===== config.mk =====
export PLATFORM = sky130hd
export DESIGN_NAME = iqpd_cell
export DESIGN_NICKNAME = d
export VERILOG_FILES = /design/src/hdl/iqpd_pkg.sv /design/src/hdl/iqpd_cell.sv
export SDC_FILE = /design/constraint.sdc
export NUM_CORES = 1
export LEC_CHECK = 0
export ABC_AREA = 1
export ABC_CLOCK_PERIOD_IN_PS = 30700
export BUFFER_PORTS_ARGS = -buffer_cell sky130_fd_sc_hd__buf_2
export CAP_MARGIN = 15
export CORE_MARGIN = 2
export CORE_UTILIZATION = 32
export CTS_BUF_LIST = sky130_fd_sc_hd__clkbuf_4 sky130_fd_sc_hd__clkbuf_8
export CTS_CLUSTER_DIAMETER = 60
export DETAILED_ROUTE_END_ITERATION = 10
export SLEW_MARGIN = 0
export SYNTH_ARGS = -nofsm -noshare
export SYNTH_HDL_FRONTEND = slang
export SYNTH_SLANG_ARGS = --single-unit

===== constraint.sdc =====
create_clock -name aclk -period 30.7 [get_ports aclk]
set_input_delay 3.07 -clock aclk [delete_from_list [all_inputs] [get_ports aclk]]
set_output_delay 3.07 -clock aclk [all_outputs]
set_load 0.02 [all_outputs]

===== src/hdl/iqpd_pkg.sv =====
package iqpd_pkg;

    localparam int SAMPLE_W = 16;
    localparam int ANGLE_W  = 16;
    localparam int XY_W     = 35;
    localparam int Z_W      = 32;
    localparam int SUM_W    = 26;
    localparam int DEG_W    = 9;

    localparam int BLOCK_LEN_DEF     = 64;
    localparam int CORDIC_STAGES_DEF = 16;
    localparam int MAX_STAGES        = 24;

    localparam int CFG_INDEX_W = 1;
    localparam int CFG_DATA_W  = DEG_W;
    localparam logic [CFG_INDEX_W-1:0] REG_REQUIRED_PHASE  = 1'b0;
    localparam logic [CFG_INDEX_W-1:0] REG_AUTO_CAL_ENABLE = 1'b1;

    localparam logic [Z_W-1:0] HALF_TURN_Z = 32'h8000_0000;
    localparam logic [Z_W-1:0] ROUND_Z     = 32'h0000_8000;

    localparam logic [ANGLE_W-1:0] LOCK_SPREAD_MAX = ANGLE_W'(65535 / 72);

    localparam int DEG_NUM_W       = 25;
    localparam int DEG_RECIP_SHIFT = 34;
    localparam int DEG_RECIP_W     = 26;
    localparam logic [DEG_RECIP_W-1:0] DEG_RECIP =
        DEG_RECIP_W'(((64'd1 << DEG_RECIP_SHIFT) + 64'd359) / 64'd360);
    localparam logic [DEG_NUM_W-1:0] DEG_HALF_STEP = DEG_NUM_W'(180);

    typedef struct packed {
        logic signed [SAMPLE_W-1:0] chan_a_i;
        logic signed [SAMPLE_W-1:0] chan_a_q;
        logic signed [SAMPLE_W-1:0] chan_b_i;
        logic signed [SAMPLE_W-1:0] chan_b_q;
        logic                       rearm;
    } in_word_t;

    typedef struct packed {
        logic [ANGLE_W-1:0]  sample_phase;
        logic                block_done;
        logic [ANGLE_W-1:0]  average_phase;
        logic [ANGLE_W-1:0]  phase_correction;
        logic [ANGLE_W-1:0]  phase_spread;
        logic                locked;
        logic                apply_pulse;
        logic [SAMPLE_W-1:0] peak_level;
    } out_word_t;

    typedef struct packed {
        logic signed [XY_W-1:0] x_a;
        logic signed [XY_W-1:0] y_a;
        logic [Z_W-1:0]         z_a;
        logic                   zero_a;
        logic signed [XY_W-1:0] x_b;
        logic signed [XY_W-1:0] y_b;
        logic [Z_W-1:0]         z_b;
        logic                   zero_b;
        logic [SAMPLE_W-1:0]    peak;
        logic                   rearm;
    } cell_word_t;

    typedef struct packed {
        logic [ANGLE_W-1:0]  diff;
        logic                done;
        logic [SUM_W-1:0]    sum;
        logic [ANGLE_W-1:0]  low;
        logic [ANGLE_W-1:0]  high;
        logic [SAMPLE_W-1:0] peak;
        logic                rearm;
    } stats_word_t;

    function automatic logic [Z_W-1:0] atan_turn(input int k);
        logic [Z_W-1:0] r;
        case (k)
            0:       r = 32'd536870912;
            1:       r = 32'd316933406;
            2:       r = 32'd167458907;
            3:       r = 32'd85004756;
            4:       r = 32'd42667331;
            5:       r = 32'd21354465;
            6:       r = 32'd10680350;
            7:       r = 32'd5340245;
            8:       r = 32'd2670163;
            9:       r = 32'd1335087;
            10:      r = 32'd667544;
            11:      r = 32'd333772;
            12:      r = 32'd166886;
            13:      r = 32'd83443;
            14:      r = 32'd41722;
            15:      r = 32'd20861;
            16:      r = 32'd10430;
            17:      r = 32'd5215;
            18:      r = 32'd2608;
            19:      r = 32'd1304;
            20:      r = 32'd652;
            21:      r = 32'd326;
            22:      r = 32'd163;
            23:      r = 32'd81;
            default: r = '0;
        endcase
        return r;
    endfunction

endpackage


===== src/hdl/iqpd_cell.sv =====
module iqpd_cell #(
    parameter int SHIFT = 0
) (
    input  logic                 aclk,
    input  logic                 aresetn,
    input  logic                 in_valid,
    output logic                 in_ready,
    input  iqpd_pkg::cell_word_t in_word,
    output logic                 out_valid,
    input  logic                 out_ready,
    output iqpd_pkg::cell_word_t out_word
);

    localparam logic [iqpd_pkg::Z_W-1:0] ANGLE_STEP = iqpd_pkg::atan_turn(SHIFT);

    logic                 valid_reg;
    iqpd_pkg::cell_word_t word_reg;
    iqpd_pkg::cell_word_t word_next;
    logic                 pos_a;
    logic                 pos_b;

    assign in_ready  = !valid_reg || out_ready;
    assign out_valid = valid_reg;
    assign out_word  = word_reg;

    assign pos_a = !in_word.y_a[iqpd_pkg::XY_W-1] && (in_word.y_a != '0);
    assign pos_b = !in_word.y_b[iqpd_pkg::XY_W-1] && (in_word.y_b != '0);

    always_comb begin
        word_next = in_word;
        if (pos_a) begin
            word_next.x_a = in_word.x_a + (in_word.y_a >>> SHIFT);
            word_next.y_a = in_word.y_a - (in_word.x_a >>> SHIFT);
            word_next.z_a = in_word.z_a + ANGLE_STEP;
        end else begin
            word_next.x_a = in_word.x_a - (in_word.y_a >>> SHIFT);
            word_next.y_a = in_word.y_a + (in_word.x_a >>> SHIFT);
            word_next.z_a = in_word.z_a - ANGLE_STEP;
        end
        if (pos_b) begin
            word_next.x_b = in_word.x_b + (in_word.y_b >>> SHIFT);
            word_next.y_b = in_word.y_b - (in_word.x_b >>> SHIFT);
            word_next.z_b = in_word.z_b + ANGLE_STEP;
        end else begin
            word_next.x_b = in_word.x_b - (in_word.y_b >>> SHIFT);
            word_next.y_b = in_word.y_b + (in_word.x_b >>> SHIFT);
            word_next.z_b = in_word.z_b - ANGLE_STEP;
        end
    end

    always_ff @(posedge aclk) begin
        if (!aresetn) begin
            valid_reg <= 1'b0;
        end else if (in_ready) begin
            valid_reg <= in_valid;
        end
    end

    always_ff @(posedge aclk) begin
        if (in_valid && in_ready) begin
            word_reg <= word_next;
        end
    end

endmodule


==> results of run 1 <==
==> power by group <==
part           switching, uW  internal [uW]  total [uW]
Clock                    143            193         336
Sequential              10.3            374         385
Combinational            302            124         426
Total                    455            692        1150
==> layout by cell type (no fill, tap or decap), types with 4 or more instances in the layout <==
| cell | instances |
|---|---|
| buf_4 | 7 |
| clkinv_1 | 6 |
| nor2_2 | 30 |
| nor3_2 | 7 |
| diode_2 | 4 |
| clkinv_2 | 6 |
| fa_1 | 8 |
| a31oi_1 | 4 |
| or2_2 | 4 |
| inv_2 | 18 |
| clkbuf_4 | 12 |
| nor3_1 | 40 |
| o21ai_1 | 17 |
| o211ai_1 | 5 |
| o21bai_1 | 24 |
| o21ai_2 | 6 |
| nand2_1 | 850 |
| a21boi_0 | 7 |
| inv_1 | 450 |
| a21oi_2 | 6 |
| nand4_1 | 33 |
| a21o_1 | 16 |
| clkbuf_8 | 47 |
| edfxtp_1 | 221 |
| xor2_1 | 75 |
| ha_1 | 204 |
| buf_2 | 451 |
| nor2_4 | 9 |
| nand3_1 | 284 |
| clkinvlp_4 | 4 |
| nand2_2 | 33 |
| o21a_1 | 5 |
| a21oi_1 | 254 |
| o21ai_0 | 194 |
| nor2_1 | 281 |
| nand3_2 | 9 |
| bufinv_16 | 4 |
==> registers in the layout, summed over array words and instances, names as in the netlist <==
register,count
out_valid,1
out_word,221
==> cell families (layout without fill, tap and decap cells) <==
family	Yosys count	after routing	share of synthesized area, %
adders and majority gates	212	212	12.2
buffers and inverters	561	1008	10.7
other	0	4	0
AOI/OAI and AO/OA	543	543	13.2
and+or+nand+nor	1595	1595	31.0
DFF	222	222	30.0
xor gates and xnor gates	76	76	3.00
==> layout make-up <==
cell class / instances / area share, %
multi-input combinational: 2426 / 50.7
sequential: 222 / 25.5
timing repair buffer: 458 / 8.85
inverter: 468 / 6.73
tap: 931 / 4.47
clock buffer: 59 / 2.82
clock inverter: 23 / 0.916
antenna: 4 / 0.0384
==> layer usage <==
metal	global-route usage, %	up-vias
met5	0	-
met4	12.0	6
met3	3.14	204
met2	43.0	931
met1	28.4	10723
li1	-	11268
==> worst min-delay path: cells and delay by family, from the launching register on <==
kind / cells / cell delay (ns)
flip-flops: 1 / 0.35
AND/OR/NAND/NOR: 1 / 0.09
AO/OA/AOI/OAI: 1 / 0.08
==> per-stage QoR <==
step	instance area, um2	util, %	hold WS, ns	total power, uW
CTS	26100	38.0	0.561	1150
global route	26100	38.0	0.639	1210
global placement	25100	36.5	0.554	808
floorplan	22200	-	0.729	672
detailed placement	25100	36.5	0.549	809
finish	26100	38.0	0.567	1150
==> path summary, 6_finish.rpt <==
check,start,end,slack (ns),cells past startpoint
worst max-delay path,out_ready,in_ready,24.12,4
worst min-delay path,out_valid,out_valid,0.57,2
worst max register to register,out_valid,out_word[75],28.29,2
worst min register to register,out_valid,out_valid,0.57,2
==> impl_results.md, run 1 <==
* Status: complete, no violations
* Starting Density at between 30% and 40%
* GRT Util Overall at between 20 and 25%
* Wl on met1 at 35.2 mm
* Area grow syn2layout at 17.4%
* IO Pins at 452
* Row cnt at 96
* Setup violators final at 0
* Setup Buffers After CTS at 0
* Synth area leader: edfxtp_1
* Crit Path Class: input pin to output port
* Final hold viol count at 0
* Clock Path Buffers at 3
* Die area at about 72,000 um2
* Skew-Pair Late Insertion Delay at 0.62 ns
* Routed WL per cell at 19.4 um
* Worst setup margin at between 20 and 25 ns
* Fmax at approximately 150 MHz
* EDFF count, synth at 221
* # nets final at about 4,000
* Reg area at between 6000 and 7000 um2
* Synthesized instance count at between 3,000 and 4,000
* Non-Filler Instances at roughly 4,600
* Crit path max fanout at 2
* Routed wl met3 at roughly 5.4 mm
* Post-synth top area share at 29.9%
* Die width at between 200 and 300 um
* #FFs+latches synth at between 200 and 250
* Mean post-synth cell area at just under 7 um2
* CP Launch Type: input pin
* Critical path endpoint category: output port
* Largest net degree at the start of global routing at a little under 80
* Height of the chip at between 200 and 300 um
* Post-route antenna net violation count at 0
* Input/output buffers at around 450
* Arr. time, crit path at between 3 and 4 ns
* DR WL met2 at around 44 mm
* Max IR drop VDD at 0.0000248 V
* CTS tree: yes
* Reg clk slew, reported paths at 0.06 ns
* Sequential-to-total area share from yosys stat at 30.0%
* Setup TNS at 0 ns
* Starting DRT DRC Count at 1,955
* Share of layout cells above drive strength 1 at approximately 18%
* Leakage at 0.0129 uW
* Vias in the first global route at 22,234
* First-pass GRT wire length at 130 mm
* Max incr delay on CP at between 0.15 and 0.2 ns
* CTS sink count at ~220
* Top delay family on crit path: buffers and inverters
* Initial antenna violation count at 9
* Synth async-reset ratio at 0%
* Fill cells at between 7,000 and 8,000
* PwrDens at approximately 44 nW/um2
* CP cell instances: buf_2, inv_1, nand2_1, buf_2
* Count leader, synth: nand2_1
* Yosys cell types at 47
* Root Buffer: clkbuf_8
* Synthesized net count at roughly 3,600
* Worst slack at placement at between 20 and 25 ns
* Final clock skew at roughly 0.025 ns
* Placed Instances at 4,505
* Largest cells by area after synthesis: edfxtp_1 (30%), nand2_1 (14%), ha_1 (11%)
* Ys flop type: edfxtp_1
* Total iterations of the first detailed-routing run at 10
* Post-DP HPWL at about 75 mm
* CP required at 27.63 ns
* H-tree Lvls at 2
* Synth cell count leaders: nand2_1 (851), inv_1 (450), nand3_1 (284)
* Routability cong. at ~1.0
* Count of pins over their slew limit at 0
* Most used cell, CP: buf_2
* Congestion Overflow GR at 0
* Mapped Area at between 20,000 and 25,000 um2
* DR vias/cell at approximately 5.0
* Max-cap viol count at 0
* Tcrit/Tclk final at approximately 21%
* Yosys warning count at 0
* Top Layer Used: met5
* Hold buffer count at cts at 0
* Total Wirelength at 89.1 mm
* Placeable Area at around 70,000 um2
* Slew headroom at 31.9%
* Worst Tran Pin Value at 1.02 ns
* Multi-input logic area at ~13,000 um2
* DRC errors left at 0
* Hold Crit Class: register to register
* DR vias at 23,132
* Post-CTS sizing at 0
* Minimum clock period at approximately 6.6 ns
* Unrepaired setup endpoints after global routing: false
* CP bufs+invs at 3
* Worst path slowest cell: buf_2
* TritonCTS buffer count at 45
Power figures use the tool's default switching activity.
==> run 2: changes to the inputs <==
Settings changed: ABC_CLOCK_PERIOD_IN_PS 30700 to 5700.
Clock period 30.7 ns to 5.7 ns, I/O delays scaled along.
==> run 2 against run 1 <==
Die area unchanged. Highest routed layer unchanged. Sequential share of layout area increased by 0.074 points. Sequential cell count unchanged. Utilization decreased by 0.11 points. Count of clock-buffer cells in the layout decreased by 5. First-iteration DRC count increased by 8.7%. Global-route usage increased by 0.35 points. Largest power group unchanged.
==> impl_results.md, run 2 (same netlist as run 1, synthesis figures left out) <==
* Worst path slowest cell: a21oi_1 (was buf_2)
* Non-Filler Instances at 4,584 (was 4,591)
* Max reg flops at 221 (unchanged)
* CP cell instances: buf_2, inv_1, ha_1, a21oi_1, o21ai_0, a21oi_1, o21ai_1, nor2_1, nand3_1, nand3_1, nand2_1 (was buf_2, inv_1, nand2_1, buf_2)
* Max incr delay on CP at 0.61 ns (was 0.16 ns)
* Area grow syn2layout at 17.1% (was 17.4%)
* Clock Path Buffers at 3 (unchanged)
* Count of pins over their slew limit at 0 (unchanged)
* Final clock skew at 0.0367 ns (was 0.0253 ns)
* Input/output buffers at 451 (unchanged)
* Initial antenna violation count at 13 (was 9)
* TritonCTS buffer count at 44 (was 45)
* Setup Buffers After CTS at 0 (unchanged)
* Skew-Pair Late Insertion Delay at 0.61 ns (was 0.62 ns)
* Leading cell types in the layout, fill and taps excluded: nand2_1 (850), buf_2 (451), inv_1 (450) (unchanged)
* Starting Density at 32.3% (unchanged)
* Reg2Reg Capture Point: out_word[115] (was out_word[75])
* CP bufs+invs at 2 (was 3)
* CP required at 6.06 ns (was 27.63 ns)
* Routed WL per cell at 19.7 um (was 19.4 um)
* CTS tree: yes (unchanged)
* Post-route antenna net violation count at 0 (unchanged)
* Worst setup startpoint: in_word[179] (was out_ready)
* Worst setup endpoint: out_word[186] (was in_ready)
* IO Pins at 452 (unchanged)
* Setup TNS at 0 ns (unchanged)
* Slew headroom at 39.5% (was 31.9%)
* Max IR drop VDD at 0.000134 V (was 0.0000248 V)
* Reg area at 6660 um2 (unchanged)
* DR vias at 23,002 (was 23,132)
* Largest net degree at the start of global routing at 126 (was 79)
* Fill cells at 7,559 (was 7,534)
* Congestion Overflow GR at 0 (unchanged)
* Status: complete, no violations (unchanged)
* # nets final at 4,059 (was 4,060)
* Setup violators final at 0 (unchanged)
* Root Buffer: clkbuf_8 (unchanged)
* Hold Crit Class: input pin to register (was register to register)
* Total iterations of the first detailed-routing run at 6 (was 10)
* FF-to-FF Start: out_valid (unchanged)
* Arr. time, crit path at 3.25 ns (was 3.51 ns)
* PwrDens at 233 nW/um2 (was 44.0 nW/um2)
* Top delay family on crit path: compound AO/OA/AOI/OAI gates (was buffers and inverters)
* CP Launch Type: input pin (unchanged)
* First-pass GRT wire length at 131 mm (was 130 mm)
* Critical path endpoint category: register (was output port)
* Height of the chip at 268 um (unchanged)
* Routability cong. at 1.03 (was 0.998)
* Unrepaired setup endpoints after global routing: false (unchanged)
* Final hold viol count at 0 (unchanged)
* Commonest non-fill, non-tap cell in the layout: nand2_1 (unchanged)
* Tcrit/Tclk final at roughly half
* DR vias/cell at 5.02 (was 5.04)
* Die area at 71,600 um2 (unchanged)
* Crit path max fanout at 8 (was 2)
* Post-DP HPWL at 76.4 mm (was 75.1 mm)
* Reg clk slew, reported paths at 0.06 ns (about the same)
* GRT Util Overall at 24.5% (was 24.1%)
* Number of stages on the worst setup path at 11 (was 4)
* Minimum clock period at between 2 and 3 ns
* Total Wirelength at 90.4 mm (was 89.1 mm)
* Post-CTS sizing at 0 (unchanged)
* Max-cap viol count at 0 (unchanged)
* Leakage at 0.0129 uW (about the same)
* Fmax at 346 MHz
* Multi-input logic area at 13,200 um2 (unchanged)
* Placed Instances at 4,505 (unchanged)
* FF-to-FF setup slack at 3.95 ns (was 28.29 ns)
* Crit Path Class: input pin to register (was input pin to output port)
* Vias in the first global route at 22,158 (was 22,234)
* Row cnt at 96 (unchanged)
* DRC errors left at 0 (unchanged)
* Placeable Area at 68,700 um2 (unchanged)
* FF-to-FF path depth at 2 (unchanged)
* Hold buffer count at cts at 0 (unchanged)
* Worst Tran Pin Value at 0.907 ns (was 1.02 ns)
* Share of layout cells above drive strength 1 at 18.0% (was 18.2%)
* Die width at 268 um (unchanged)
* CTS sink count at 222 (unchanged)
* H-tree Lvls at 2 (unchanged)
* Starting DRT DRC Count at 2,125 (was 1,955)
## run 2: worst reg2reg max path, delay by kind of cell (launching register included)
family	cells	cell delay (ns)
buffers and inverters	1	0.72
flip-flops	1	0.34
AO/OA/AOI/OAI	1	0.21
## run 2: through the flow
step,util (%),total power (uW),setup WS (ns),hold slack [ns],instance area (um2)
5_1_grt,37.9,6400,2.76,0.0725,26000
4_1_cts,37.8,6090,2.86,0.0558,26000
6_report,37.9,6070,2.81,0.123,26000
2_1_floorplan,-,3600,0.915,0.669,22200
3_3_place_gp,36.6,4370,2.20,0.535,25100
3_5_place_dp,36.6,4380,2.17,0.579,25100
## run 2: worst min-delay path by stage
stage                start            to  slack [ns]  cells past startpoint
6_report       in_word[43]  out_word[43]        0.12                      1
5_1_grt        in_word[22]  out_word[22]        0.07                      1
4_1_cts        in_word[43]  out_word[43]        0.06                      1
3_5_place_dp     out_valid     out_valid        0.58                      2
3_3_place_gp     out_valid     out_valid        0.53                      2
2_1_floorplan   in_word[0]   out_word[0]        0.67                      0
## run 2: metal layers
layer	part of all wire [%]	track usage [%]
met1	40	28.9
met2	49	43.6
met3	6.1	3.68
met4	4.9	11.4
met5	0.097	0
## run 2: cell type report
type / instances / area share (%)
diodes: 4 / 0.0385
clock buffers: 54 / 2.62
clock inverters: 21 / 0.798
inverters: 468 / 6.75
multi-input cells: 2426 / 50.8
flip-flops and latches: 222 / 25.6
well taps: 931 / 4.48
repair buffers: 458 / 8.93
## run 2: report_power, final
part,internal (uW),total (uW),switching [uW]
Clock,930,1680,754
Combinational,672,2310,1630
Sequential,2020,2080,59.0
