--- src/hdl/iqpd_pkg.sv ---
package iqpd_pkg;

    localparam int SAMPLE_W = 16;
    localparam int ANGLE_W  = 16;
    localparam int XY_W     = 35;
    localparam int Z_W      = 32;
    localparam int SUM_W    = 26;
    localparam int DEG_W    = 9;

    localparam int BLOCK_LEN_DEF     = 64;
    localparam int CORDIC_STAGES_DEF = 16;
    localparam int MAX_STAGES        = 24;

    localparam int CFG_INDEX_W = 1;
    localparam int CFG_DATA_W  = DEG_W;
    localparam logic [CFG_INDEX_W-1:0] REG_REQUIRED_PHASE  = 1'b0;
    localparam logic [CFG_INDEX_W-1:0] REG_AUTO_CAL_ENABLE = 1'b1;

    localparam logic [Z_W-1:0] HALF_TURN_Z = 32'h8000_0000;
    localparam logic [Z_W-1:0] ROUND_Z     = 32'h0000_8000;

    localparam logic [ANGLE_W-1:0] LOCK_SPREAD_MAX = ANGLE_W'(65535 / 72);

    localparam int DEG_NUM_W       = 25;
    localparam int DEG_RECIP_SHIFT = 34;
    localparam int DEG_RECIP_W     = 26;
    localparam logic [DEG_RECIP_W-1:0] DEG_RECIP =
        DEG_RECIP_W'(((64'd1 << DEG_RECIP_SHIFT) + 64'd359) / 64'd360);
    localparam logic [DEG_NUM_W-1:0] DEG_HALF_STEP = DEG_NUM_W'(180);

    typedef struct packed {
        logic signed [SAMPLE_W-1:0] chan_a_i;
        logic signed [SAMPLE_W-1:0] chan_a_q;
        logic signed [SAMPLE_W-1:0] chan_b_i;
        logic signed [SAMPLE_W-1:0] chan_b_q;
        logic                       rearm;
    } in_word_t;

    typedef struct packed {
        logic [ANGLE_W-1:0]  sample_phase;
        logic                block_done;
        logic [ANGLE_W-1:0]  average_phase;
        logic [ANGLE_W-1:0]  phase_correction;
        logic [ANGLE_W-1:0]  phase_spread;
        logic                locked;
        logic                apply_pulse;
        logic [SAMPLE_W-1:0] peak_level;
    } out_word_t;

    typedef struct packed {
        logic signed [XY_W-1:0] x_a;
        logic signed [XY_W-1:0] y_a;
        logic [Z_W-1:0]         z_a;
        logic                   zero_a;
        logic signed [XY_W-1:0] x_b;
        logic signed [XY_W-1:0] y_b;
        logic [Z_W-1:0]         z_b;
        logic                   zero_b;
        logic [SAMPLE_W-1:0]    peak;
        logic                   rearm;
    } cell_word_t;

    typedef struct packed {
        logic [ANGLE_W-1:0]  diff;
        logic                done;
        logic [SUM_W-1:0]    sum;
        logic [ANGLE_W-1:0]  low;
        logic [ANGLE_W-1:0]  high;
        logic [SAMPLE_W-1:0] peak;
        logic                rearm;
    } stats_word_t;

    function automatic logic [Z_W-1:0] atan_turn(input int k);
        logic [Z_W-1:0] r;
        case (k)
            0:       r = 32'd536870912;
            1:       r = 32'd316933406;
            2:       r = 32'd167458907;
            3:       r = 32'd85004756;
            4:       r = 32'd42667331;
            5:       r = 32'd21354465;
            6:       r = 32'd10680350;
            7:       r = 32'd5340245;
            8:       r = 32'd2670163;
            9:       r = 32'd1335087;
            10:      r = 32'd667544;
            11:      r = 32'd333772;
            12:      r = 32'd166886;
            13:      r = 32'd83443;
            14:      r = 32'd41722;
            15:      r = 32'd20861;
            16:      r = 32'd10430;
            17:      r = 32'd5215;
            18:      r = 32'd2608;
            19:      r = 32'd1304;
            20:      r = 32'd652;
            21:      r = 32'd326;
            22:      r = 32'd163;
            23:      r = 32'd81;
            default: r = '0;
        endcase
        return r;
    endfunction

endpackage

--- src/hdl/iqpd_stats.sv ---
module iqpd_stats #(
    parameter int BLOCK_LEN = iqpd_pkg::BLOCK_LEN_DEF
) (
    input  logic                  aclk,
    input  logic                  aresetn,
    input  logic                  in_valid,
    output logic                  in_ready,
    input  iqpd_pkg::cell_word_t  in_word,
    output logic                  out_valid,
    input  logic                  out_ready,
    output iqpd_pkg::stats_word_t out_word
);

    localparam int CNT_W = $clog2(BLOCK_LEN);
    localparam logic [CNT_W-1:0] LAST_COUNT = CNT_W'(BLOCK_LEN - 1);

    logic [CNT_W-1:0]                 count_reg, count_next;
    logic [iqpd_pkg::SUM_W-1:0]       sum_reg, sum_next;
    logic [iqpd_pkg::ANGLE_W-1:0]     low_reg, low_next;
    logic [iqpd_pkg::ANGLE_W-1:0]     high_reg, high_next;
    logic [iqpd_pkg::SAMPLE_W-1:0]    peak_reg, peak_next;
    logic                             valid_reg;
    iqpd_pkg::stats_word_t            word_reg, word_next;

    logic [iqpd_pkg::Z_W-1:0]         round_a, round_b;
    logic [iqpd_pkg::ANGLE_W-1:0]     angle_a, angle_b, diff;
    logic                             done;
    logic                             accept;

    assign in_ready  = !valid_reg || out_ready;
    assign out_valid = valid_reg;
    assign out_word  = word_reg;
    assign accept    = in_valid && in_ready;

    assign round_a = in_word.z_a + iqpd_pkg::ROUND_Z;
    assign round_b = in_word.z_b + iqpd_pkg::ROUND_Z;
    assign angle_a = in_word.zero_a ? '0 : round_a[iqpd_pkg::Z_W-1 -: iqpd_pkg::ANGLE_W];
    assign angle_b = in_word.zero_b ? '0 : round_b[iqpd_pkg::Z_W-1 -: iqpd_pkg::ANGLE_W];
    assign diff    = angle_a - angle_b;
    assign done    = (count_reg == LAST_COUNT);

    always_comb begin
        word_next.diff  = diff;
        word_next.done  = done;
        word_next.sum   = sum_reg + iqpd_pkg::SUM_W'(diff);
        word_next.low   = (diff < low_reg) ? diff : low_reg;
        word_next.high  = (diff > high_reg) ? diff : high_reg;
        word_next.peak  = (in_word.peak > peak_reg) ? in_word.peak : peak_reg;
        word_next.rearm = in_word.rearm;
        if (done) begin
            count_next = '0;
            sum_next   = '0;
            low_next   = '1;
            high_next  = '0;
            peak_next  = '0;
        end else begin
            count_next = count_reg + 1'b1;
            sum_next   = word_next.sum;
            low_next   = word_next.low;
            high_next  = word_next.high;
            peak_next  = word_next.peak;
        end
    end

    always_ff @(posedge aclk) begin
        if (!aresetn) begin
            valid_reg <= 1'b0;
            count_reg <= '0;
            sum_reg   <= '0;
            low_reg   <= '1;
            high_reg  <= '0;
            peak_reg  <= '0;
        end else begin
            if (in_ready) begin
                valid_reg <= in_valid;
            end
            if (accept) begin
                count_reg <= count_next;
                sum_reg   <= sum_next;
                low_reg   <= low_next;
                high_reg  <= high_next;
                peak_reg  <= peak_next;
            end
        end
    end

    always_ff @(posedge aclk) begin
        if (accept) begin
            word_reg <= word_next;
        end
    end

endmodule

--- config.mk ---
export PLATFORM = sky130hd
export DESIGN_NAME = iqpd_stats
export DESIGN_NICKNAME = d
export VERILOG_FILES = /design/src/hdl/iqpd_pkg.sv /design/src/hdl/iqpd_stats.sv
export SDC_FILE = /design/constraint.sdc
export NUM_CORES = 1
export LEC_CHECK = 0
export ABC_AREA = 1
export BUFFER_PORTS_ARGS = -buffer_cell sky130_fd_sc_hd__buf_4
export CAP_MARGIN = 20
export CORE_MARGIN = 4
export CORE_UTILIZATION = 56
export CTS_CLUSTER_DIAMETER = 80
export DETAILED_ROUTE_END_ITERATION = 7
export HOLD_SLACK_MARGIN = 0.08
export PLACE_DENSITY = 0.86
export SLEW_MARGIN = 20
export SYNTH_ARGS = -nofsm -noshare
export SYNTH_HDL_FRONTEND = slang
export SYNTH_SLANG_ARGS = --single-unit
--- constraint.sdc ---
create_clock -name aclk -period 7.1 [get_ports aclk]
set_clock_uncertainty 0.15 [all_clocks]
set_input_delay 0.71 -clock aclk [delete_from_list [all_inputs] [get_ports aclk]]
set_output_delay 0.71 -clock aclk [all_outputs]
set_load 0.02 [all_outputs]
==> results of run 1 <==
-- final cells by class --
type | count | area (µm²)
timing repair buffer | 156 | 1170
clock inverter | 15 | 146
clock buffer | 17 | 425
inverter | 158 | 596
tap | 229 | 287
fill | 1456 | 5840
sequential | 173 | 4380
multi-input combinational | 940 | 5110
-- cells in the mapped netlist (2+ instances only) --
cell / count
o21bai_1: 3
a211oi_1: 4
nor2_1: 90
o21ai_1: 4
buf_1: 4
a31oi_1: 6
xor2_1: 23
o21a_1: 9
ha_1: 82
buf_4: 5
a21o_1: 3
nand3_1: 87
clkinv_1: 3
nand3b_1: 5
buf_2: 8
nor4_1: 3
o221ai_1: 3
inv_1: 154
nand2_1: 352
edfxtp_1: 92
nand4_1: 11
xnor2_1: 8
a21oi_1: 138
dfxtp_1: 81
fa_1: 2
and2_1: 28
nor3_1: 17
o21ai_0: 42
o211ai_1: 3
a21boi_0: 2
or2_2: 4
clkbuf_1: 17
-- layer usage --
metal  vias to the layer above  global-route usage [%]  wire length (µm)
met3                        61                    6.56              2690
met5                         -                       0                 0
met4                         0                    9.10               745
met1                      4310                    32.7             10900
li1                       4624                       -                 -
met2                       393                    43.8             12400
-- cell usage in the layout, fill, tap and decap left out, types with 5 or more instances in the layout --
master and count:
buf_4 156, nand4_1 11, and2_1 28, ha_1 82
inv_1 154, xnor2_1 8, o21ai_0 42, a21oi_1 138
clkbuf_16 17, nand3_1 87, nor3_1 17, a31oi_1 6
inv_8 5, xor2_1 23, nand3b_1 5, o21a_1 9
edfxtp_1 92, nor2_1 89, nand2_1 351, dfxtp_1 81
-- cells by family (layout without fill, tap and decap cells) --
| kind of cell | count (synthesis) | after routing | share of synthesized area, % |
|---|---|---|---|
| AO/OA/AOI/OAI | 222 | 222 | 11.9 |
| XOR/XNOR | 31 | 31 | 2.65 |
| adder cells (fa/ha/maj) | 84 | 84 | 10.4 |
| AND/OR/NAND/NOR | 603 | 603 | 24.9 |
| buffers and inverters | 192 | 346 | 7.32 |
| flip-flops | 173 | 173 | 42.8 |
-- worst reg2reg max path, delay by kind of cell, from the launching register on --
kind	cells	cell delay, ns
buffers and inverters	1	0.08
AND/OR/NAND/NOR	6	1.93
adder cells (fa/ha/maj)	1	0.33
flip-flops	1	0.35
-- through the flow --
stage / area [µm²] / std cells / total power [W] / utilization, %
6_report: 12100 / 1688 / 0.00382 / 67.5
5_1_grt: 12100 / 1688 / 0.00404 / 67.5
4_1_cts: 12100 / 1688 / 0.00381 / 67.5
3_5_place_dp: 11500 / 1656 / 0.00290 / 64.3
3_3_place_gp: 11500 / 1656 / 0.00284 / 64.3
2_1_floorplan: 10200 / 1305 / 0.00241 / -
-- power by group through the flow --
stage,Sequential (W),Clock [W],Combinational [W]
2_1_floorplan,0.00156,0,0.000846
3_3_place_gp,0.00141,0,0.00143
3_5_place_dp,0.00142,0,0.00148
4_1_cts,0.00140,0.000903,0.00150
5_1_grt,0.00142,0.000948,0.00168
6_report,0.00140,0.000897,0.00152
-- worst max path at each step --
stage	cells after the start	slack, ns	end	from
after global routing	25	1.30	low_reg[0]	in_word[138]
final	22	1.71	out_word[33]	in_word[138]
after floorplan	5	2.45	out_word[0]	out_ready
after detailed placement	28	1.36	low_reg[0]	in_word[35]
after CTS	28	1.78	low_reg[0]	in_word[35]
after global placement	23	1.44	out_word[33]	in_word[142]
==> metrics.cfg, run 1 <==
[run_status]
run_status = finished clean

[floorplanning]
die_w_um = 143
core_area_um2 = 18000
die_h_um = 143
fp-row-count = 49
die_area_um2 = 20500
io_pins = 321
start_util_pct = 57.0

[pwr]
switching_share_pct = 39.4
ir_drop_uv = 202
intPower_w = 0.00231
pwr-share-seq_pct = 36.7
switching_power_w = 0.00150
p_clk_share_pct = 23.5
power.density_nw_per_um2 = 315
p_leak_nw = 5.54
comb_power_share_pct = 39.8

[synthesis]
ys_seq_area_share_pct = 42.8
synth_edf_count = 92
synth_area_um2 = 10200
synthArstFlopShare_pct = 0
ys_ff_latch = 173
synthFlopType = edfxtp_1
netlist.area_leader.share_pct = 27.0
syn_area_per_cell_um2 = 7.84
ys_types = 44
synth_fp_nets = 1616
netlist_instances = 1305
synth_top_area_cell = edfxtp_1
synth_area_leaders = edfxtp_1 27%, dfxtp_1 16%, nand2_1 13%
ys_warn_count = 0

[cts]
insertion_delay_ns = 0.44
hold_buffers = 0
cts_root_buffer = clkbuf_16
post_cts_resized = 0
cts_tree = yes
clk_pin_slew_ns = 0.07
htree_levels = 4
numCtsBuffers = 17
cts_sinks = 173
cts_setup_buffers = 0
cts_buffer_depth = 2

[drt]
drc = 0
via_count = 9388
post_drt_wl_per_cell_um = 15.9
drtAntennaViolNets = 0
drt_first_pass_iters = 5
drt_wl_total_um = 26800
drtIter0Drc = 706
viasPerCell = 5.56

[critical_path]
r2r_start = peak_reg[15]
cp-end-kind = flop
r2r_slack_ns = 4.01
path_buf_inv = 3
startpoint_type = input port
critical_path.max_fanout = 28
critical_path_class = in2reg
cp_top_family = compound AO/OA/AOI/OAI gates
r2r_cells = 8
worstReg2RegEnd = out_word[16]
crit_required_ns = 7.11
worst_path_most_repeated_cell = nand2_1
path_cells = buf_4, nand3_1, nor4_1, nand2_1, nor2_2, nand2_1, a221oi_1, ha_1, nand2_1, o21ai_0, a21oi_1, or2_2, nand2_1, inv_1, ha_1, a21oi_1, o21a_1, o211ai_1, a21oi_4, inv_1, nand2_1, o21ai_0
arrival_ns = 5.40
crit_slowest_cell = a21oi_4
slowest_delay_ns = 0.57

[hold_path]
holdCritStartpoint = in_word[0]
hold_end = out_word[0]
holdPathStages = 1
hold_class = in2reg

[run]
drv_cap = 0

[sta]
setup_ws_ns = 1.71
final-setup-viol-count = 0
fmax_ghz = 0.185
period_needed_ns = 5.39
relSlewSlack_pct = 38.3
hold_viol_final = 0
worst_slew_pin_slew_ns = 0.925
fin_setup_tns_ns = 0
hold_slack_ns = 0.308
slew_violations = 0
finalCritPeriodShare_pct = 75.9
rsz0062_at_grt = false

[grt]
antenna_found_initial = 0
grt_overflow = 0
grt_max_degree = 74
grt_pass1_wl_um = 42800
grt_pass1_vias = 8888
gr-usage-all-layers_pct = 26.0

[final_layout]
largest_register_ffs = 92
drive_gt1_share_pct = 13.9
syn_to_final_growth_pct = 18.4
nets = 1757
diodes = 0

[placed_design]
pre_cts_ws_ns = 1.36
hpwlAfterDp_um = 19400
port-buffer-count = 150
gp_congestion = 0.956

Note: power is estimated with default switching activity, not from simulation.
==> run 2: changes to the inputs <==
ABC_AREA = 0   (was 1)
CORE_UTILIZATION = 47   (was 56)
PLACE_DENSITY = 0.77   (was 0.86)
clock period = 4.8 ns   (was 7.1 ns; I/O delays follow)
==> metrics.cfg, run 2 <==
[run_status]
run_status = finished clean

[sta]
worst_slew_pin_slew_ns = 0.918
hold_slack_ns = 0.143
slew_violations = 0
final-setup-viol-count = 0
relSlewSlack_pct = 38.8
finalCritPeriodShare_pct = 97.7
hold_viol_final = 0
fmax_ghz = 0.213
period_needed_ns = 4.69

[drt]
drtAntennaViolNets = 0
drt_wl_total_um = 26300
post_drt_wl_per_cell_um = 16.7
drtIter0Drc = 437
drc = 0
drt_first_pass_iters = 5
viasPerCell = 5.57
via_count = 8783

[synthesis]
synth_top_area_cell = edfxtp_1
ys_seq_area_share_pct = 43.2
synth_area_leaders = edfxtp_1 27%, dfxtp_1 16%, ha_1 10%
netlist.area_leader.share_pct = 27.2
syn_area_per_cell_um2 = 9.80
synthFlopType = edfxtp_1
ys_types = 73
ys_ff_latch = 173
synth_edf_count = 92
netlist_instances = 1035
yosysMostFrequentCell = edfxtp_1
synthArstFlopShare_pct = 0
synth_area_um2 = 10100
ys_warn_count = 0
synth_common_cells = 92 x edfxtp_1, 82 x ha_1, 81 x dfxtp_1
synth_fp_nets = 1346

[final_layout]
fill_cells = 1731
drive_gt1_share_pct = 28.4
final_common_cell = buf_4
final_cell_mix = 270 x buf_4, 92 x edfxtp_1, 81 x dfxtp_1, 79 x ha_1, 72 x nand3_1
fin_area_um2 = 13100
diodes = 0
largest_register_ffs = 92
syn_to_final_growth_pct = 29.3
nets = 1599

[cts]
cts_tree = yes
cts_root_buffer = clkbuf_16
htree_levels = 4
numCtsBuffers = 17
cts_sinks = 173
clk_pin_slew_ns = 0.06
cts_buffer_depth = 2
insertion_delay_ns = 0.43

[floorplanning]
core_area_um2 = 21200
start_util_pct = 48.0
die_area_um2 = 24000
io_pins = 321
die_h_um = 155
fp-row-count = 53
die_w_um = 155

[grt]
grt_overflow = 0
grt_pass1_vias = 8624
gr-usage-all-layers_pct = 21.6
antenna_found_initial = 1
grt_max_degree = 62
grt_pass1_wl_um = 42200

[placed_design]
gp_congestion = 0.872
port-buffer-count = 150
dpl-instance-area_um2 = 12300
hpwlAfterDp_um = 19200

[critical_path]
cp_top_family = simple AND/OR/NAND/NOR gates
critical_path.max_fanout = 6
slowest_delay_ns = 0.59
crit_required_ns = 4.83
path_cells = buf_4, and3_1, and3_4, nand3_1, nor2_2, nand4_1, xor2_1, nor2_1, ha_1, nand3_1, a211oi_1, a2111oi_2, xor3_2, ha_4, nand4_1, a2111oi_0, o31a_1, buf_12, mux2_2
startpoint_type = input port
path_buf_inv = 2
cp-end-kind = flop
arrival_ns = 4.72
crit_slowest_cell = xor3_2
r2r_slack_ns = 1.70
critical_path_class = in2reg

[hold_path]
hold_class = in2reg

[pwr]
ir_drop_uv = 277
power.density_nw_per_um2 = 452
p_leak_nw = 5.68

[run]
drv_cap = 0

run 2: cell types whose count changed after synthesis, sizes merged, moves of 17 or more:
cell	change
o211ai	+23
nor2	-34
xnor2	+25
and2	-18
inv	-89
a21o	+28
and3	+26
a21oi	-94
nand2b	+21
a22o	+22
mux2	+17
nor2b	+17
o21ai	+25
nand2	-293
run 2: path summary, 6_finish.rpt:
path                                   start            to  cells after the start
worst min-delay path             in_word[10]   peak_reg[9]                      3
worst max-delay path            in_word[139]  out_word[32]                     19
worst min register to register    sum_reg[2]    sum_reg[2]                      2
worst max register to register  count_reg[0]   sum_reg[18]                      9
run 2: logic make-up (layout without fill, tap and decap cells):
| group | after synthesis | in the layout | synth area share (%) |
|---|---|---|---|
| multiplexers | 20 | 20 | 2.18 |
| flip-flops | 173 | 173 | 43.2 |
| AO/OA/AOI/OAI | 274 | 274 | 17.9 |
| adder cells (fa/ha/maj) | 84 | 84 | 10.5 |
| AND/OR/NAND/NOR | 315 | 315 | 16.0 |
| XOR/XNOR | 63 | 63 | 5.59 |
| buffers and inverters | 106 | 372 | 4.53 |
run 2: layer usage:
metal / vias up / global-route usage (%) / wire length [µm]
met1: 4106 / 28.8 / 11800
met2: 292 / 35.0 / 12200
met4: 2 / 8.79 / 780
met5: - / 0 / 6
met3: 67 / 3.53 / 1540
li1: 4316 / - / -
run 2: final cells by class:
class / count / area [µm²] / area share (%)
clock inverter: 11 / 120 / 0.916
multi-input combinational: 756 / 5480 / 41.8
inverter: 66 / 250 / 1.91
timing repair buffer: 274 / 2090 / 15.9
tap: 275 / 344 / 2.62
sequential: 173 / 4380 / 33.4
clock buffer: 21 / 450 / 3.43
run 2: power breakdown:
| group | internal (W) | total [W] | switching (W) |
|---|---|---|---|
| logic | 0.00114 | 0.00253 | 0.00138 |
| registers | 0.00193 | 0.00206 | 0.000130 |
| clock network | 0.000776 | 0.00134 | 0.000561 |
| total | 0.00385 | 0.00593 | 0.00208 |
run 2: tightest hold or removal path: cells and delay by family:
| kind | cells | cell delay, ns |
|---|---|---|
| AO/OA/AOI/OAI | 2 | 0.11 |
| buffers and inverters | 1 | 0.09 |
run 2: timing repair:
action                                  in CTS  in global routing
endpoints found under the setup margin      16                 75
endpoints found under the hold margin        1                  0
setup buffers                                0                  5
pin swaps                                    0                 15
hold buffers                                 1                  0
gates resized for setup                      1                 31
run 2: per-stage QoR:
step / util [%] / power [W] / setup TNS (ns) / std cells / setup slack (ns)
finish: 62.0 / 0.00593 / 0 / 1576 / 0.109
detailed placement: 58.3 / 0.00451 / -23.81 / 1538 / -0.591
CTS: 61.1 / 0.00586 / 0 / 1571 / 0.0389
global placement: 58.3 / 0.00444 / -16.50 / 1538 / -0.449
global route: 62.0 / 0.00626 / -0.711 / 1576 / -0.0489
floorplan: - / 0.00352 / -0.0439 / 1035 / -0.00439
==> run 3: changes to the inputs <==
clock period = 4.08 ns   (was 4.8 ns; I/O delays follow)
==> metrics.cfg, run 3 (synthesis results as in run 2) <==
[critical_path]
startpoint_type = input port
cp-end-kind = flop
crit_required_ns = 4.26
critical_path.max_fanout = 6
arrival_ns = 4.51
critical_path_class = in2reg
crit_path_start = in_word[35]
r2r_start = peak_reg[10]

[sta]
relSlewSlack_pct = 47.4
finalCritPeriodShare_pct = 106
hold_viol_final = 0
setup_ws_ns = -0.251
slew_violations = 0
hold_slack_ns = 0.104
rsz0062_at_grt = true
final-setup-viol-count = 78
period_needed_ns = 4.33
fmax_ghz = 0.231
worst_slew_pin_slew_ns = 0.789

[grt]
grt_pass1_wl_um = 47300
grt_pass1_vias = 9544
grt_overflow = 0
gr-usage-all-layers_pct = 24.5
antenna_found_initial = 2
grt_max_degree = 60

[cts]
cts_tree = yes
cts_buffer_depth = 2
insertion_delay_ns = 0.44
numCtsBuffers = 17
cts_root_buffer = clkbuf_16
htree_levels = 4
cts_sinks = 173
clk_pin_slew_ns = 0.07

[pwr]
power.density_nw_per_um2 = 531
pwr-share-seq_pct = 30.4
switching_share_pct = 36.1
p_total_w = 0.00806
switching_power_w = 0.00291
comb_power_share_pct = 48.1
p_leak_nw = 6.46
ir_drop_uv = 373
intPower_w = 0.00515
p_clk_share_pct = 21.5

[final_layout]
final_common_cell = buf_4
fin_util_pct = 71.7
syn_to_final_growth_pct = 49.6
final_cell_mix = 306 x buf_4, 92 x edfxtp_1, 81 x dfxtp_1, 63 x inv_1, 61 x nand3_1
largest_register_ffs = 92
nets = 1693
drive_gt1_share_pct = 41.8

[drt]
drt_wl_total_um = 31400
drc = 0
post_drt_wl_per_cell_um = 18.8
drtIter0Drc = 669
via_count = 9616
drtAntennaViolNets = 0
viasPerCell = 5.75
drt_first_pass_iters = 5

[floorplanning]
io_pins = 321
die_area_um2 = 24000
die_w_um = 155
fp-row-count = 53
core_area_um2 = 21200
die_h_um = 155
start_util_pct = 48.0

[placed_design]
pre_cts_ws_ns = -0.731
gp_congestion = 0.896
hpwlAfterDp_um = 20300
port-buffer-count = 150

[run_status]
run_status = finished, violations left
violations = negative setup slack

[hold_path]
holdCritStartpoint = in_valid
hold_class = in2reg

[run]
drv_cap = 0

## run 3: repair_timing
action                                  4_1_cts  5_1_grt
setup buffers                                31       18
cloned                                        1        2
hold endpoints to repair                     17        0
endpoints found under the setup margin       82       94
hold buffers                                 17        0
resized for setup                           109      116
pin swaps                                    54       38
## run 3: layout make-up
class / count / area, µm²
sequential: 173 / 4380
fill: 1381 / 5980
multi-input combinational: 756 / 6500
antenna: 2 / 5.00
inverter: 66 / 250
clock inverter: 15 / 195
tap: 275 / 344
timing repair buffer: 368 / 3070
clock buffer: 17 / 425
## run 3: metrics by stage
step / instances / setup TNS, ns / area, µm²
floorplan: 1035 / -16.19 / 10500
global placement: 1573 / -46.70 / 12900
detailed placement: 1573 / -54.81 / 12900
CTS: 1654 / -1.54 / 14500
global route: 1672 / -21.46 / 15200
finish: 1672 / -8.92 / 15200
## run 3: metal layers
metal | wire (µm) | vias up | track usage [%] | part of all wire, %
li1 | - | 4505 | - | -
met1 | 13000 | 4654 | 31.6 | 41
met2 | 15100 | 379 | 40.3 | 48
met3 | 2310 | 78 | 5.54 | 7.4
met4 | 978 | 0 | 9.55 | 3.1
met5 | 0 | - | 0 | 0
## run 3: critical path, cell delays in order
cell and delay (ns):
buf_4 0.10, nand3_4 0.08, buf_4 0.15, nor2_4 0.18, buf_6 0.12, nand3_1 0.08
xnor2_1 0.13, nand2b_1 0.11, ha_4 0.18, a21o_4 0.23, a21oi_4 0.18, buf_6 0.12
nor3b_4 0.19, a21oi_2 0.08, xor2_1 0.14, buf_4 0.19, ha_1 0.21, a21o_1 0.17
a21o_1 0.18, a21oi_2 0.14, o21ai_1 0.09, o31a_1 0.36, and2_4 0.22, buf_6 0.13
buf_6 0.11, a22o_1 0.21
## run 3: worst paths after layout
| path | endpoint | slack, ns | cells after the start |
|---|---|---|---|
| max reg2reg | out_word[15] | 1.03 | 8 |
| min reg2reg | sum_reg[2] | 0.33 | 2 |
| max | high_reg[2] | -0.25 | 26 |
| min | out_valid | 0.10 | 3 |
## run 3: power groups by stage
| stage | clock network [W] | registers, W | logic [W] |
|---|---|---|---|
| finish | 0.00173 | 0.00245 | 0.00388 |
| global route | 0.00183 | 0.00248 | 0.00414 |
| CTS | 0.00175 | 0.00244 | 0.00339 |
| detailed placement | 0 | 0.00246 | 0.00307 |
| global placement | 0 | 0.00246 | 0.00299 |
| floorplan | 0 | 0.00268 | 0.00160 |
